File: config.mk
export PLATFORM = sky130hd
export DESIGN_NAME = matrix_multiply
export DESIGN_NICKNAME = d
export VERILOG_FILES = /design/src/rtl/mm_pkg.sv /design/src/rtl/mm_ctrl.sv /design/src/rtl/mm_dpath.sv /design/src/rtl/matrix_multiply.sv
export SDC_FILE = /design/constraint.sdc
export NUM_CORES = 2
export LEC_CHECK = 0
export ABC_AREA = 1
export BUFFER_PORTS_ARGS = -buffer_cell sky130_fd_sc_hd__buf_2
export CORE_UTILIZATION = 40
export CTS_CLUSTER_DIAMETER = 100
export CTS_CLUSTER_SIZE = 20
export DETAILED_ROUTE_END_ITERATION = 6
export SLEW_MARGIN = 5
export SYNTH_ARGS = -nofsm -noshare
export SYNTH_HDL_FRONTEND = slang
export SYNTH_SLANG_ARGS = --single-unit
File: constraint.sdc
create_clock -name clk_i -period 8.88 [get_ports clk_i]
set_input_delay 2.22 -clock clk_i [delete_from_list [all_inputs] [get_ports clk_i]]
set_output_delay 2.22 -clock clk_i [all_outputs]
set_load 0.01 [all_outputs]
File: src/rtl/mm_pkg.sv
// ----------------------------------------------------------------------------
// mm_pkg
// Shared constants, types and helpers of the matrix multiply block.
// ----------------------------------------------------------------------------
package mm_pkg;

  localparam int MAX_DIM = 8;
  localparam int ELEM_W  = 16;
  localparam int ACC_W   = 40;
  localparam int PROD_W  = 2 * ELEM_W;
  localparam int DEPTH   = MAX_DIM * MAX_DIM;
  localparam int ADDR_W  = $clog2(DEPTH);
  localparam int PTR_W   = ADDR_W + 1;
  localparam int IDX_W   = $clog2(MAX_DIM);
  localparam int DIM_W   = $clog2(MAX_DIM + 1);
  localparam int CFG_W   = 4;
  localparam int PADDR_W = 4;
  localparam int PDATA_W = 32;

  typedef enum logic [1:0] {
    CMD_LOAD_FIRST  = 2'd0,
    CMD_LOAD_SECOND = 2'd1,
    CMD_COMPUTE     = 2'd2
  } mm_op_e;

  typedef enum logic [1:0] {
    REG_NUM_ROWS  = 2'd0,
    REG_INNER_DIM = 2'd1,
    REG_NUM_COLS  = 2'd2
  } mm_reg_e;

  typedef struct packed {
    logic              we_first;
    logic              we_second;
    logic [ADDR_W-1:0] wr_addr_first;
    logic [ADDR_W-1:0] wr_addr_second;
    logic              rd_en;
    logic [ADDR_W-1:0] rd_addr_first;
    logic [ADDR_W-1:0] rd_addr_second;
    logic              first_k;
    logic              last_k;
    logic [IDX_W-1:0]  row;
    logic [IDX_W-1:0]  col;
    logic              last_elem;
  } mm_cmd_t;

  typedef struct packed {
    logic pipe_busy;
    logic out_busy;
  } mm_stat_t;

  function automatic logic [DIM_W-1:0] clamp_dim(input logic [CFG_W-1:0] v);
    logic [DIM_W-1:0] r;
    if (v == '0) begin
      r = DIM_W'(1);
    end else if (int'(v) > MAX_DIM) begin
      r = DIM_W'(MAX_DIM);
    end else begin
      r = DIM_W'(v);
    end
    return r;
  endfunction

endpackage

File: src/rtl/mm_ctrl.sv
// ----------------------------------------------------------------------------
// mm_ctrl
// Sequencer: load pointers, dot product walk over rows, columns and inner index.
// ----------------------------------------------------------------------------
module mm_ctrl (
  input  logic                      clk_i,
  input  logic                      rst_ni,
  input  logic                      in_valid_i,
  output logic                      in_ready_o,
  input  logic [1:0]                cmd_i,
  input  logic [mm_pkg::CFG_W-1:0]  num_rows_i,
  input  logic [mm_pkg::CFG_W-1:0]  inner_dim_i,
  input  logic [mm_pkg::CFG_W-1:0]  num_cols_i,
  input  mm_pkg::mm_stat_t          stat_i,
  output mm_pkg::mm_cmd_t           cmd_o
);
  import mm_pkg::*;

  typedef enum logic [1:0] {
    S_IDLE,
    S_WAIT,
    S_ISSUE
  } state_e;

  localparam int PW = IDX_W + DIM_W + 1;

  state_e            state_q;
  logic [PTR_W-1:0]  ptr_first_q;
  logic [PTR_W-1:0]  ptr_second_q;
  logic [IDX_W-1:0]  i_q;
  logic [IDX_W-1:0]  j_q;
  logic [IDX_W-1:0]  k_q;
  logic [DIM_W-1:0]  nr_q;
  logic [DIM_W-1:0]  nk_q;
  logic [DIM_W-1:0]  nc_q;

  logic              accept;
  mm_op_e            op;
  logic              last_i;
  logic              last_j;
  logic              last_k;
  logic [PW-1:0]     addr_a;
  logic [PW-1:0]     addr_b;

  assign in_ready_o = (state_q == S_IDLE);
  assign accept     = in_valid_i && in_ready_o;
  assign op         = mm_op_e'(cmd_i);

  assign last_i = (DIM_W'(i_q) == nr_q - DIM_W'(1));
  assign last_j = (DIM_W'(j_q) == nc_q - DIM_W'(1));
  assign last_k = (DIM_W'(k_q) == nk_q - DIM_W'(1));

  assign addr_a = PW'(i_q) * PW'(nk_q) + PW'(k_q);
  assign addr_b = PW'(k_q) * PW'(nc_q) + PW'(j_q);

  always_comb begin
    cmd_o                = '0;
    cmd_o.we_first       = accept && (op == CMD_LOAD_FIRST) && !ptr_first_q[ADDR_W];
    cmd_o.we_second      = accept && (op == CMD_LOAD_SECOND) && !ptr_second_q[ADDR_W];
    cmd_o.wr_addr_first  = ptr_first_q[ADDR_W-1:0];
    cmd_o.wr_addr_second = ptr_second_q[ADDR_W-1:0];
    cmd_o.rd_en          = (state_q == S_ISSUE);
    cmd_o.rd_addr_first  = addr_a[ADDR_W-1:0];
    cmd_o.rd_addr_second = addr_b[ADDR_W-1:0];
    cmd_o.first_k        = (k_q == '0);
    cmd_o.last_k         = last_k;
    cmd_o.row            = i_q;
    cmd_o.col            = j_q;
    cmd_o.last_elem      = last_i && last_j;
  end

  always_ff @(posedge clk_i or negedge rst_ni) begin
    if (!rst_ni) begin
      state_q      <= S_IDLE;
      ptr_first_q  <= '0;
      ptr_second_q <= '0;
      i_q          <= '0;
      j_q          <= '0;
      k_q          <= '0;
      nr_q         <= DIM_W'(1);
      nk_q         <= DIM_W'(1);
      nc_q         <= DIM_W'(1);
    end else begin
      case (state_q)
        S_IDLE: begin
          if (accept) begin
            case (op)
              CMD_LOAD_FIRST: begin
                if (!ptr_first_q[ADDR_W]) begin
                  ptr_first_q <= ptr_first_q + PTR_W'(1);
                end
              end
              CMD_LOAD_SECOND: begin
                if (!ptr_second_q[ADDR_W]) begin
                  ptr_second_q <= ptr_second_q + PTR_W'(1);
                end
              end
              CMD_COMPUTE: begin
                nr_q         <= clamp_dim(num_rows_i);
                nk_q         <= clamp_dim(inner_dim_i);
                nc_q         <= clamp_dim(num_cols_i);
                i_q          <= '0;
                j_q          <= '0;
                k_q          <= '0;
                ptr_first_q  <= '0;
                ptr_second_q <= '0;
                state_q      <= S_WAIT;
              end
              default: ;
            endcase
          end
        end
        S_WAIT: begin
          if (!stat_i.pipe_busy && !stat_i.out_busy) begin
            state_q <= S_ISSUE;
          end
        end
        S_ISSUE: begin
          if (last_k) begin
            k_q <= '0;
            if (last_j) begin
              j_q <= '0;
              if (last_i) begin
                i_q     <= '0;
                state_q <= S_IDLE;
              end else begin
                i_q     <= i_q + IDX_W'(1);
                state_q <= S_WAIT;
              end
            end else begin
              j_q     <= j_q + IDX_W'(1);
              state_q <= S_WAIT;
            end
          end else begin
            k_q <= k_q + IDX_W'(1);
          end
        end
        default: state_q <= S_IDLE;
      endcase
    end
  end

  // a new dot product starts only with the result register free
  a_start_free: assert property (@(posedge clk_i) disable iff (!rst_ni)
    (state_q == S_ISSUE && k_q == '0) |-> !stat_i.out_busy)
    else $error("dot product started with result register occupied");

  a_ptr_range: assert property (@(posedge clk_i) disable iff (!rst_ni)
    (int'(ptr_first_q) <= DEPTH) && (int'(ptr_second_q) <= DEPTH))
    else $error("load pointer beyond store depth");

  a_k_range: assert property (@(posedge clk_i) disable iff (!rst_ni)
    (state_q == S_ISSUE) |-> (DIM_W'(k_q) < nk_q))
    else $error("inner index beyond inner dimension");

endmodule

File: src/rtl/mm_dpath.sv
// ----------------------------------------------------------------------------
// mm_dpath
// Element stores, multiply-accumulate pipeline and result register.
// ----------------------------------------------------------------------------
module mm_dpath (
  input  logic                              clk_i,
  input  logic                              rst_ni,
  input  logic signed [mm_pkg::ELEM_W-1:0]  element_value_i,
  input  mm_pkg::mm_cmd_t                   cmd_i,
  output mm_pkg::mm_stat_t                  stat_o,
  output logic                              out_valid_o,
  input  logic                              out_ready_i,
  output logic signed [mm_pkg::ACC_W-1:0]   product_value_o,
  output logic [mm_pkg::IDX_W-1:0]          row_index_o,
  output logic [mm_pkg::IDX_W-1:0]          col_index_o,
  output logic                              last_o
);
  import mm_pkg::*;

  logic signed [ELEM_W-1:0] mem_first  [DEPTH];
  logic signed [ELEM_W-1:0] mem_second [DEPTH];

  // stage 1: read data
  logic                     v1_q;
  logic signed [ELEM_W-1:0] rd_first_q;
  logic signed [ELEM_W-1:0] rd_second_q;
  logic                     first1_q, last1_q, lastel1_q;
  logic [IDX_W-1:0]         row1_q, col1_q;

  // stage 2: product
  logic                     v2_q;
  logic signed [PROD_W-1:0] mul_q;
  logic                     first2_q, last2_q, lastel2_q;
  logic [IDX_W-1:0]         row2_q, col2_q;

  // stage 3: accumulate
  logic signed [ACC_W-1:0]  acc_q;
  logic signed [ACC_W-1:0]  acc_base;
  logic signed [ACC_W-1:0]  sum;

  logic                     out_valid_q;
  logic signed [ACC_W-1:0]  out_value_q;
  logic [IDX_W-1:0]         out_row_q, out_col_q;
  logic                     out_last_q;

  always_ff @(posedge clk_i) begin
    if (cmd_i.we_first) begin
      mem_first[cmd_i.wr_addr_first] <= element_value_i;
    end
    if (cmd_i.we_second) begin
      mem_second[cmd_i.wr_addr_second] <= element_value_i;
    end
    rd_first_q  <= mem_first[cmd_i.rd_addr_first];
    rd_second_q <= mem_second[cmd_i.rd_addr_second];
  end

  always_ff @(posedge clk_i or negedge rst_ni) begin
    if (!rst_ni) begin
      v1_q        <= 1'b0;
      v2_q        <= 1'b0;
      out_valid_q <= 1'b0;
    end else begin
      v1_q <= cmd_i.rd_en;
      v2_q <= v1_q;
      if (v2_q && last2_q) begin
        out_valid_q <= 1'b1;
      end else if (out_ready_i) begin
        out_valid_q <= 1'b0;
      end
    end
  end

  assign acc_base = first2_q ? '0 : acc_q;
  assign sum      = acc_base + ACC_W'(mul_q);

  always_ff @(posedge clk_i) begin
    first1_q  <= cmd_i.first_k;
    last1_q   <= cmd_i.last_k;
    lastel1_q <= cmd_i.last_elem;
    row1_q    <= cmd_i.row;
    col1_q    <= cmd_i.col;

    mul_q     <= PROD_W'(rd_first_q) * PROD_W'(rd_second_q);
    first2_q  <= first1_q;
    last2_q   <= last1_q;
    lastel2_q <= lastel1_q;
    row2_q    <= row1_q;
    col2_q    <= col1_q;

    if (v2_q) begin
      acc_q <= sum;
    end
    if (v2_q && last2_q) begin
      out_value_q <= sum;
      out_row_q   <= row2_q;
      out_col_q   <= col2_q;
      out_last_q  <= lastel2_q;
    end
  end

  assign stat_o.pipe_busy = v1_q | v2_q;
  assign stat_o.out_busy  = out_valid_q;

  assign out_valid_o     = out_valid_q;
  assign product_value_o = out_value_q;
  assign row_index_o     = out_row_q;
  assign col_index_o     = out_col_q;
  assign last_o          = out_last_q;

  a_no_overwrite: assert property (@(posedge clk_i) disable iff (!rst_ni)
    (v2_q && last2_q) |-> !out_valid_q)
    else $error("finished dot product would overwrite pending result");

  a_pipe_advance: assert property (@(posedge clk_i) disable iff (!rst_ni)
    v1_q |=> v2_q)
    else $error("product stage lost an item");

  a_single_dot: assert property (@(posedge clk_i) disable iff (!rst_ni)
    (v1_q && !cmd_i.rd_en) |-> !(cmd_i.rd_en && cmd_i.first_k))
    else $error("dot product issue overlaps drain");

endmodule

File: src/rtl/matrix_multiply.sv
// ----------------------------------------------------------------------------
// matrix_multiply
// Loads two Q8.8 matrices and emits their exact Q24.16 product row-major.
// ----------------------------------------------------------------------------
// Loads: one item per cycle while idle, no result.
// Compute: each result element takes one read of each store per inner step into a
// shared multiply-accumulate, then 3 stages; the next element waits for the
// pipeline to drain and the consumer to take the result. No new item during it.
// Reset: dimensions to 1, load pointers to 0; the stores are not cleared.
// ----------------------------------------------------------------------------
module matrix_multiply (
  input  logic                               clk_i,
  input  logic                               rst_ni,
  input  logic                               psel,
  input  logic                               penable,
  input  logic                               pwrite,
  input  logic [mm_pkg::PADDR_W-1:0]         paddr,
  input  logic [mm_pkg::PDATA_W-1:0]         pwdata,
  output logic [mm_pkg::PDATA_W-1:0]         prdata,
  output logic                               pready,
  input  logic                               in_valid_i,
  output logic                               in_ready_o,
  input  logic [1:0]                         cmd_i,
  input  logic signed [mm_pkg::ELEM_W-1:0]   element_value_i,
  output logic                               out_valid_o,
  input  logic                               out_ready_i,
  output logic signed [mm_pkg::ACC_W-1:0]    product_value_o,
  output logic [mm_pkg::IDX_W-1:0]           row_index_o,
  output logic [mm_pkg::IDX_W-1:0]           col_index_o,
  output logic                               last_o
);
  import mm_pkg::*;

  logic [CFG_W-1:0] num_rows_q;
  logic [CFG_W-1:0] inner_dim_q;
  logic [CFG_W-1:0] num_cols_q;
  logic             cfg_wr;
  mm_reg_e          reg_sel;
  mm_cmd_t          cmd;
  mm_stat_t         stat;

  assign pready  = 1'b1;
  assign cfg_wr  = psel && penable && pwrite;
  assign reg_sel = mm_reg_e'(paddr[PADDR_W-1:2]);

  always_ff @(posedge clk_i or negedge rst_ni) begin
    if (!rst_ni) begin
      num_rows_q  <= CFG_W'(1);
      inner_dim_q <= CFG_W'(1);
      num_cols_q  <= CFG_W'(1);
    end else if (cfg_wr) begin
      case (reg_sel)
        REG_NUM_ROWS:  num_rows_q  <= pwdata[CFG_W-1:0];
        REG_INNER_DIM: inner_dim_q <= pwdata[CFG_W-1:0];
        REG_NUM_COLS:  num_cols_q  <= pwdata[CFG_W-1:0];
        default: ;
      endcase
    end
  end

  always_comb begin
    case (reg_sel)
      REG_NUM_ROWS:  prdata = PDATA_W'(num_rows_q);
      REG_INNER_DIM: prdata = PDATA_W'(inner_dim_q);
      REG_NUM_COLS:  prdata = PDATA_W'(num_cols_q);
      default:       prdata = '0;
    endcase
  end

  mm_ctrl u_ctrl (
    .clk_i       (clk_i),
    .rst_ni      (rst_ni),
    .in_valid_i  (in_valid_i),
    .in_ready_o  (in_ready_o),
    .cmd_i       (cmd_i),
    .num_rows_i  (num_rows_q),
    .inner_dim_i (inner_dim_q),
    .num_cols_i  (num_cols_q),
    .stat_i      (stat),
    .cmd_o       (cmd)
  );

  mm_dpath u_dpath (
    .clk_i           (clk_i),
    .rst_ni          (rst_ni),
    .element_value_i (element_value_i),
    .cmd_i           (cmd),
    .stat_o          (stat),
    .out_valid_o     (out_valid_o),
    .out_ready_i     (out_ready_i),
    .product_value_o (product_value_o),
    .row_index_o     (row_index_o),
    .col_index_o     (col_index_o),
    .last_o          (last_o)
  );

endmodule

* Word-level counts from Yosys, hierarchy flattened
Memories as Yosys holds them, arrays and structs flattened. A register that Yosys moved wholly into a read port is not among the register bits. Index checks and enable logic that the tools add are counted.
Storage, ports and cells: register bits after elaboration 189, RAM bits 2048, memories 2
Cells by class: $add $sub $neg 11, multiply operators 3, $lt $le $gt $ge 3, eq/ne operators 16, mux-type cells 36, bitwise gates (word level) 1, reduce and logical (&&, ||, !) cells 37
Memories:
- u_dpath.mem_first | depth 64, bits a word 16, read ports 1, clocked after memory_dff 1, wr ports 1, RTL line mm_dpath.sv:20 | logic signed [ELEM_W-1:0] mem_first [DEPTH];
- u_dpath.mem_second | depth 64, bits a word 16, read ports 1, clocked after memory_dff 1, wr ports 1, RTL line mm_dpath.sv:21 | logic signed [ELEM_W-1:0] mem_second [DEPTH];
Operator list (number):
- $add A40 B32 Y40 | 1
- $mux W40 | 1
- $mul A16 B16 Y32 | 1
- $pmux W7 S2 | 2
- $mux W3 | 8
- $mux W4 | 6
- $pmux W3 S2 | 3
- $reduce_and A4 Y1 | 4
- $add A7 B1 Y7 const B | 2
- $mux W7 | 2
- $add A6 B3 Y6 | 2
- $eq A3 B4 Y1 | 3
- $gt A4 B4 Y1 const B | 3
- $logic_not A4 Y1 | 3
- $mul A3 B4 Y6 | 2
- $ne A2 B2 Y1 const B | 6
- $pmux W4 S3 | 1
- $reduce_and A3 Y1 | 4
- $sub A4 B1 Y4 const B | 3
- $logic_and A1 B1 Y1 | 10
- $add A3 B1 Y3 const B | 3
- $mux W1 | 8
- $mux W2 | 4
- $reduce_bool A2 Y1 | 4
- other kinds (10) | 21

* Depth between registers and ports, before layout
depth after elaboration 6, gate-level depth with buffers 26, mapped depth without buffers 24

* Hierarchy
Synthesis repeated with hierarchy kept, for this count alone.
Second synthesis, totals: cells, all modules 9927, area, all modules 105971.6 um^2
By module, submodules not included:
- mm_dpath | times used 1, cells each 9410, area each 102057.9 um^2, seq. area each 65828.1 um^2
- mm_ctrl | times used 1, cells each 404, area each 3054.2 um^2, seq. area each 929.6 um^2
- matrix_multiply | times used 1, cells each 113, area each 859.6 um^2, seq. area each 304.0 um^2

* Worst setup path before layout
No wires, ideal clock.
path type reg-to-reg, start point register u_dpath.rd_second_q[3] (read register of u_dpath.mem_second), end point register u_dpath.mul_q[31], setup time 0.112 ns, arrival 5.370 ns, required time 8.768 ns, path slack 3.398 ns, stages on the path, launching flop included 25, period minus slack after synthesis 5.482 ns, cells stage by stage dfxtp_1 clkbuf_1 clkbuf_1 nand2_1 inv_1 fa_1 fa_1 inv_1 fa_1 inv_1 fa_1 fa_1 inv_1 fa_1 inv_1 ha_1 nand2_1 nor2_1 inv_1 nor4_1 nand2_1 nand2_1 nor2_1 nand2_1 nand2_1
Between the ends: word-level cells in the longest chain between the ends 1
Ends and longest elaborated chain:
- start, declared | RTL line mm_dpath.sv:26 | logic signed [ELEM_W-1:0] rd_second_q;
- $mul A16 B16 Y32 | RTL line mm_dpath.sv:83 | mul_q <= PROD_W'(rd_first_q) * PROD_W'(rd_second_q);
- end signal, assigned | RTL line mm_dpath.sv:83
- end, declared | RTL line mm_dpath.sv:32 | logic signed [PROD_W-1:0] mul_q;
Every way passes these cells. A chain may end at the register's enable or synchronous reset.

* Worst setup path in the final report
start point register u_dpath.rd_first_q[15] (read register of u_dpath.mem_first), end point register u_dpath.mul_q[23]
Between the ends: word-level cells in the longest chain between the ends 1
Ends and longest elaborated chain:
- start, declared | RTL line mm_dpath.sv:25 | logic signed [ELEM_W-1:0] rd_first_q;
- $mul A16 B16 Y32 | RTL line mm_dpath.sv:83
Every way passes these cells.

==> metrics list <==
* Setup Fix Bufs, Post-CTS: 0
- After the last flow step, the layout net total stands at 10400.
- Number of slew-limit violations in the final report: 0
* Max frequency: 162 MHz
- In this run the most critical hold path is launched from u_dpath.row1_q[1]$_DFF_P_.
- Total negative slack for setup checks: 0 ps
- The critical path goes through nand2_1 > inv_1 > fa_1 > fa_1 > fa_1 > fa_1 > fa_1 > inv_1 > fa_1 > inv_1 > ha_1 > nand2_1 > inv_1 > nand2_1 > nor2_1 > nand4_1 > nand4_1 > xor2_1.
* Total setup violations reported at the end of the flow: 0
- Startpoint Class: register
* # port buffers: 83
- Detailed routing inserted a total of 69500 vias.
- Total wire length after detailed routing: 278000 um
* Final Hold Fails: 0
- The path with the worst hold slack has its endpoint at u_dpath.row2_q[1]$_DFF_P_.
- Global-route wire length before repair: 420000 um
- Top post-synthesis cells by area: edfxtp_1, nand2_1, nand3_1
- Max-capacitance violation count: 0
- Number of buffers inserted during clock tree synthesis: 137
- Asr flop ratio synth: 0.0229
* Filler instances: 24500
- Row generation in the floorplan step produced 188 rows.
* Average via count per standard cell: 5.16
* Effective utilization at floorplan: 0.404
- Origin of the critical flop-to-flop path: u_dpath.rd_first_q[15]$_DFF_P_
- The first TritonRoute pass finished after 6 iterations.
- The clock arrives with 69.3 ps of skew.
* Drt initial violations: 6934
- Most common cell in the netlist: nand2_1
- The smallest clock period supported by the final layout is computed as 6170 ps.
- Run status: completed
- The share of synthesized area in the top cell type comes to 0.602.
- Core box area: 263000 um2
* CP max stage cell: fa_1
* Crit share post-route: 0.695
- After clock tree synthesis, the clock-pin slew on the worst setup and hold paths is 80 ps.
- Top cells by count, synth: nand2_1, edfxtp_1, nor2_1, nand3_1, inv_1
- Capture point of the worst reg-to-reg path: u_dpath.mul_q[23]$_DFF_P_
- Total grt overflow: 0
- A synthesized cell averages 10.6 um2.
- Once detail routing completed, the nets flagged for antenna violations numbered 0.
* Maximum cell stage delay along the critical path: 870 ps
* Share of post-route cells with drive strength above 1: 0.0496
- Worst reg-to-reg setup slack: 2710 ps
- In the final routed layout, each cell accounts on average for 20.6 um.
- Number of antenna violations at the first check in global routing: 6
- The critical path is of the register to register type.
* Library cell occupying the most area in the post-synthesis netlist: edfxtp_1
- The synthesized netlist occupies a cell area of 106000 um2.
* Most frequently used flop master after synthesis: edfxtp_1
- Number of cells produced by synthesis: 10000
- Path type of the worst min-delay path: register to register
* Post-synth cell types: 45
- For this run, the register share of the synthesized area comes to 0.630.
* Slew at the pin with the worst max-slew slack: 1240 ps
- Total of hold buffers inserted after clock tree synthesis: 0
- The floorplan step set the die width to 518 um.
- Synth-to-Final Area Change: 7.21%
* HPWL after detailed placement: 163000 um
- For this run, the total global-route usage over all layers was measured as 0.204.
* Area of combinational cells with multiple inputs: 32500 um2
- Num ports: 143
* Endpoint required time on the critical path: 9640 ps
- For the worst setup path, the data arrival time is 6930 ps.
- Post-CTS resize count: 0
- The later pin in the worst-skew pair is clocked with a latency of 870 ps.
* Area used by sequential logic in the layout: 67100 um2
- Counting every sink on the clock net gives 2269.
- Measured in cells, the most critical reg-to-reg path has a length of 18.
- The worst hold path passes through 0 cells.
- Number of synthesis warnings: 0
* RSZ-0062 raised after global routing: no
- Crit-path most repeated cell: fa_1
- Die height: 518 um
* Deepest level of the CTS H-tree: 4
- Entering global routing, the biggest net connects 187 pins.
* Final estimated routing congestion in global placement: 0.878
- Worst-case clock buffer depth: 3
- Die Footprint: 268000 um2
* Flop and latch count out of synthesis: 2269
- Along the worst path, the maximum fanout reaches 16.
- The worst pin sits at a relative slew slack of 0.169.
- Drt drc: 0
- Number of synthesized flops with an enable pin: 2135
- STA classifies the critical path endpoint as a register.
- Vias in the first global route: 67300
- TritonCTS clock tree: built
* Clock tree root buffer cell: clkbuf_16
flip-flops by register name (all words and copies together), names as in the netlist, 4 cells and up:
register and count:
u_ctrl.ptr_second_q 7, num_cols_q 4, u_ctrl.nk_q 4, u_dpath.mul_q 32, u_dpath.mem_first 1024, u_ctrl.nr_q 4, u_dpath.acc_q 40, u_dpath.rd_first_q 16
num_rows_q 4, u_dpath.rd_second_q 16, inner_dim_q 4, u_dpath.mem_second 1024, u_dpath.product_value_o 40, u_ctrl.nc_q 4, u_ctrl.ptr_first_q 7
kinds of logic (layout without fill, tap and decap cells):
group / count (synthesis) / after routing / share of synthesized area
AOI/OAI and AO/OA: 864 / 864 / 0.0455
buffers and inverters: 1615 / 1541 / 0.0666
and+or+nand+nor: 4773 / 4773 / 0.183
DFF: 2269 / 2269 / 0.630
xor gates and xnor gates: 63 / 63 / 0.00561
adders and majority gates: 424 / 424 / 0.0690
other: 2 / 35 / 0.0000706
layout make-up:
| type | instances | share of cell area |
|---|---|---|
| Tap cell | 3515 | 0.0385 |
| Clock inverter | 24 | 0.00326 |
| Multi-Input combinational cell | 6153 | 0.285 |
| Timing Repair Buffer | 266 | 0.0178 |
| Inverter | 1080 | 0.0359 |
| Antenna cell | 6 | 0.000132 |
| Clock buffer | 171 | 0.0319 |
| Sequential cell | 2269 | 0.588 |
layout by cell type, fill, tap and decap left out, drive strengths merged, types with 13 or more instances in the layout:
cell type  count
edfxtp      2135
inv         1090
o21ai        571
buf          266
fa           271
clkinv        13
ha           153
conb          29
xor2          45
nor2        1338
nor3          18
nand3       1094
dfxtp         82
clkbuf       171
a21oi         81
dfrtp         46
nand2       2271
xnor2         18
o211ai       185
nand4         32
how the worst max path moves through the flow:
stage                                               from                        end  slack (ps)  cells past startpoint
after floorplan           u_dpath.rd_second_q[3]$_DFF_P_  u_dpath.mul_q[31]$_DFF_P_        3400                     24
after global placement    u_dpath.rd_second_q[1]$_DFF_P_  u_dpath.mul_q[24]$_DFF_P_        2700                     19
after detailed placement  u_dpath.rd_first_q[15]$_DFF_P_  u_dpath.mul_q[30]$_DFF_P_        2680                     21
after CTS                 u_dpath.rd_second_q[1]$_DFF_P_  u_dpath.mul_q[30]$_DFF_P_        2710                     21
after global routing      u_dpath.rd_second_q[1]$_DFF_P_  u_dpath.mul_q[28]$_DFF_P_        2260                     20
final                     u_dpath.rd_first_q[15]$_DFF_P_  u_dpath.mul_q[23]$_DFF_P_        2710                     18
metrics by stage:
stage,hold WS (ps),util,instance area [um2],setup slack (ps),std cells
floorplan,310,-,107000,3400,10000
global placement,312,0.418,110000,2700,13300
detailed placement,313,0.418,110000,2680,13300
CTS,332,0.433,114000,2710,13500
global route,336,0.433,114000,2260,13500
finish,331,0.433,114000,2710,13500
metal layers:
layer / up-vias / GRT usage / routed length [um]
met3: 365 / 0.0258 / 17100
li1: 32900 / - / -
met4: 0 / 0.0662 / 8810
met1: 34100 / 0.283 / 121000
met2: 2133 / 0.333 / 131000
met5: - / 0 / 0
critical path, delay by kind of cell (launching register included):
kind | cells | cell delay, ps
AND/OR/NAND/NOR | 6 | 890
flip-flops | 1 | 780
XOR/XNOR | 1 | 240
adder cells (fa/ha/maj) | 7 | 3860
buffers and inverters | 4 | 330
Power is not shown: default switching activity piles up to over one toggle a cycle in this logic, so the estimate is an artifact.
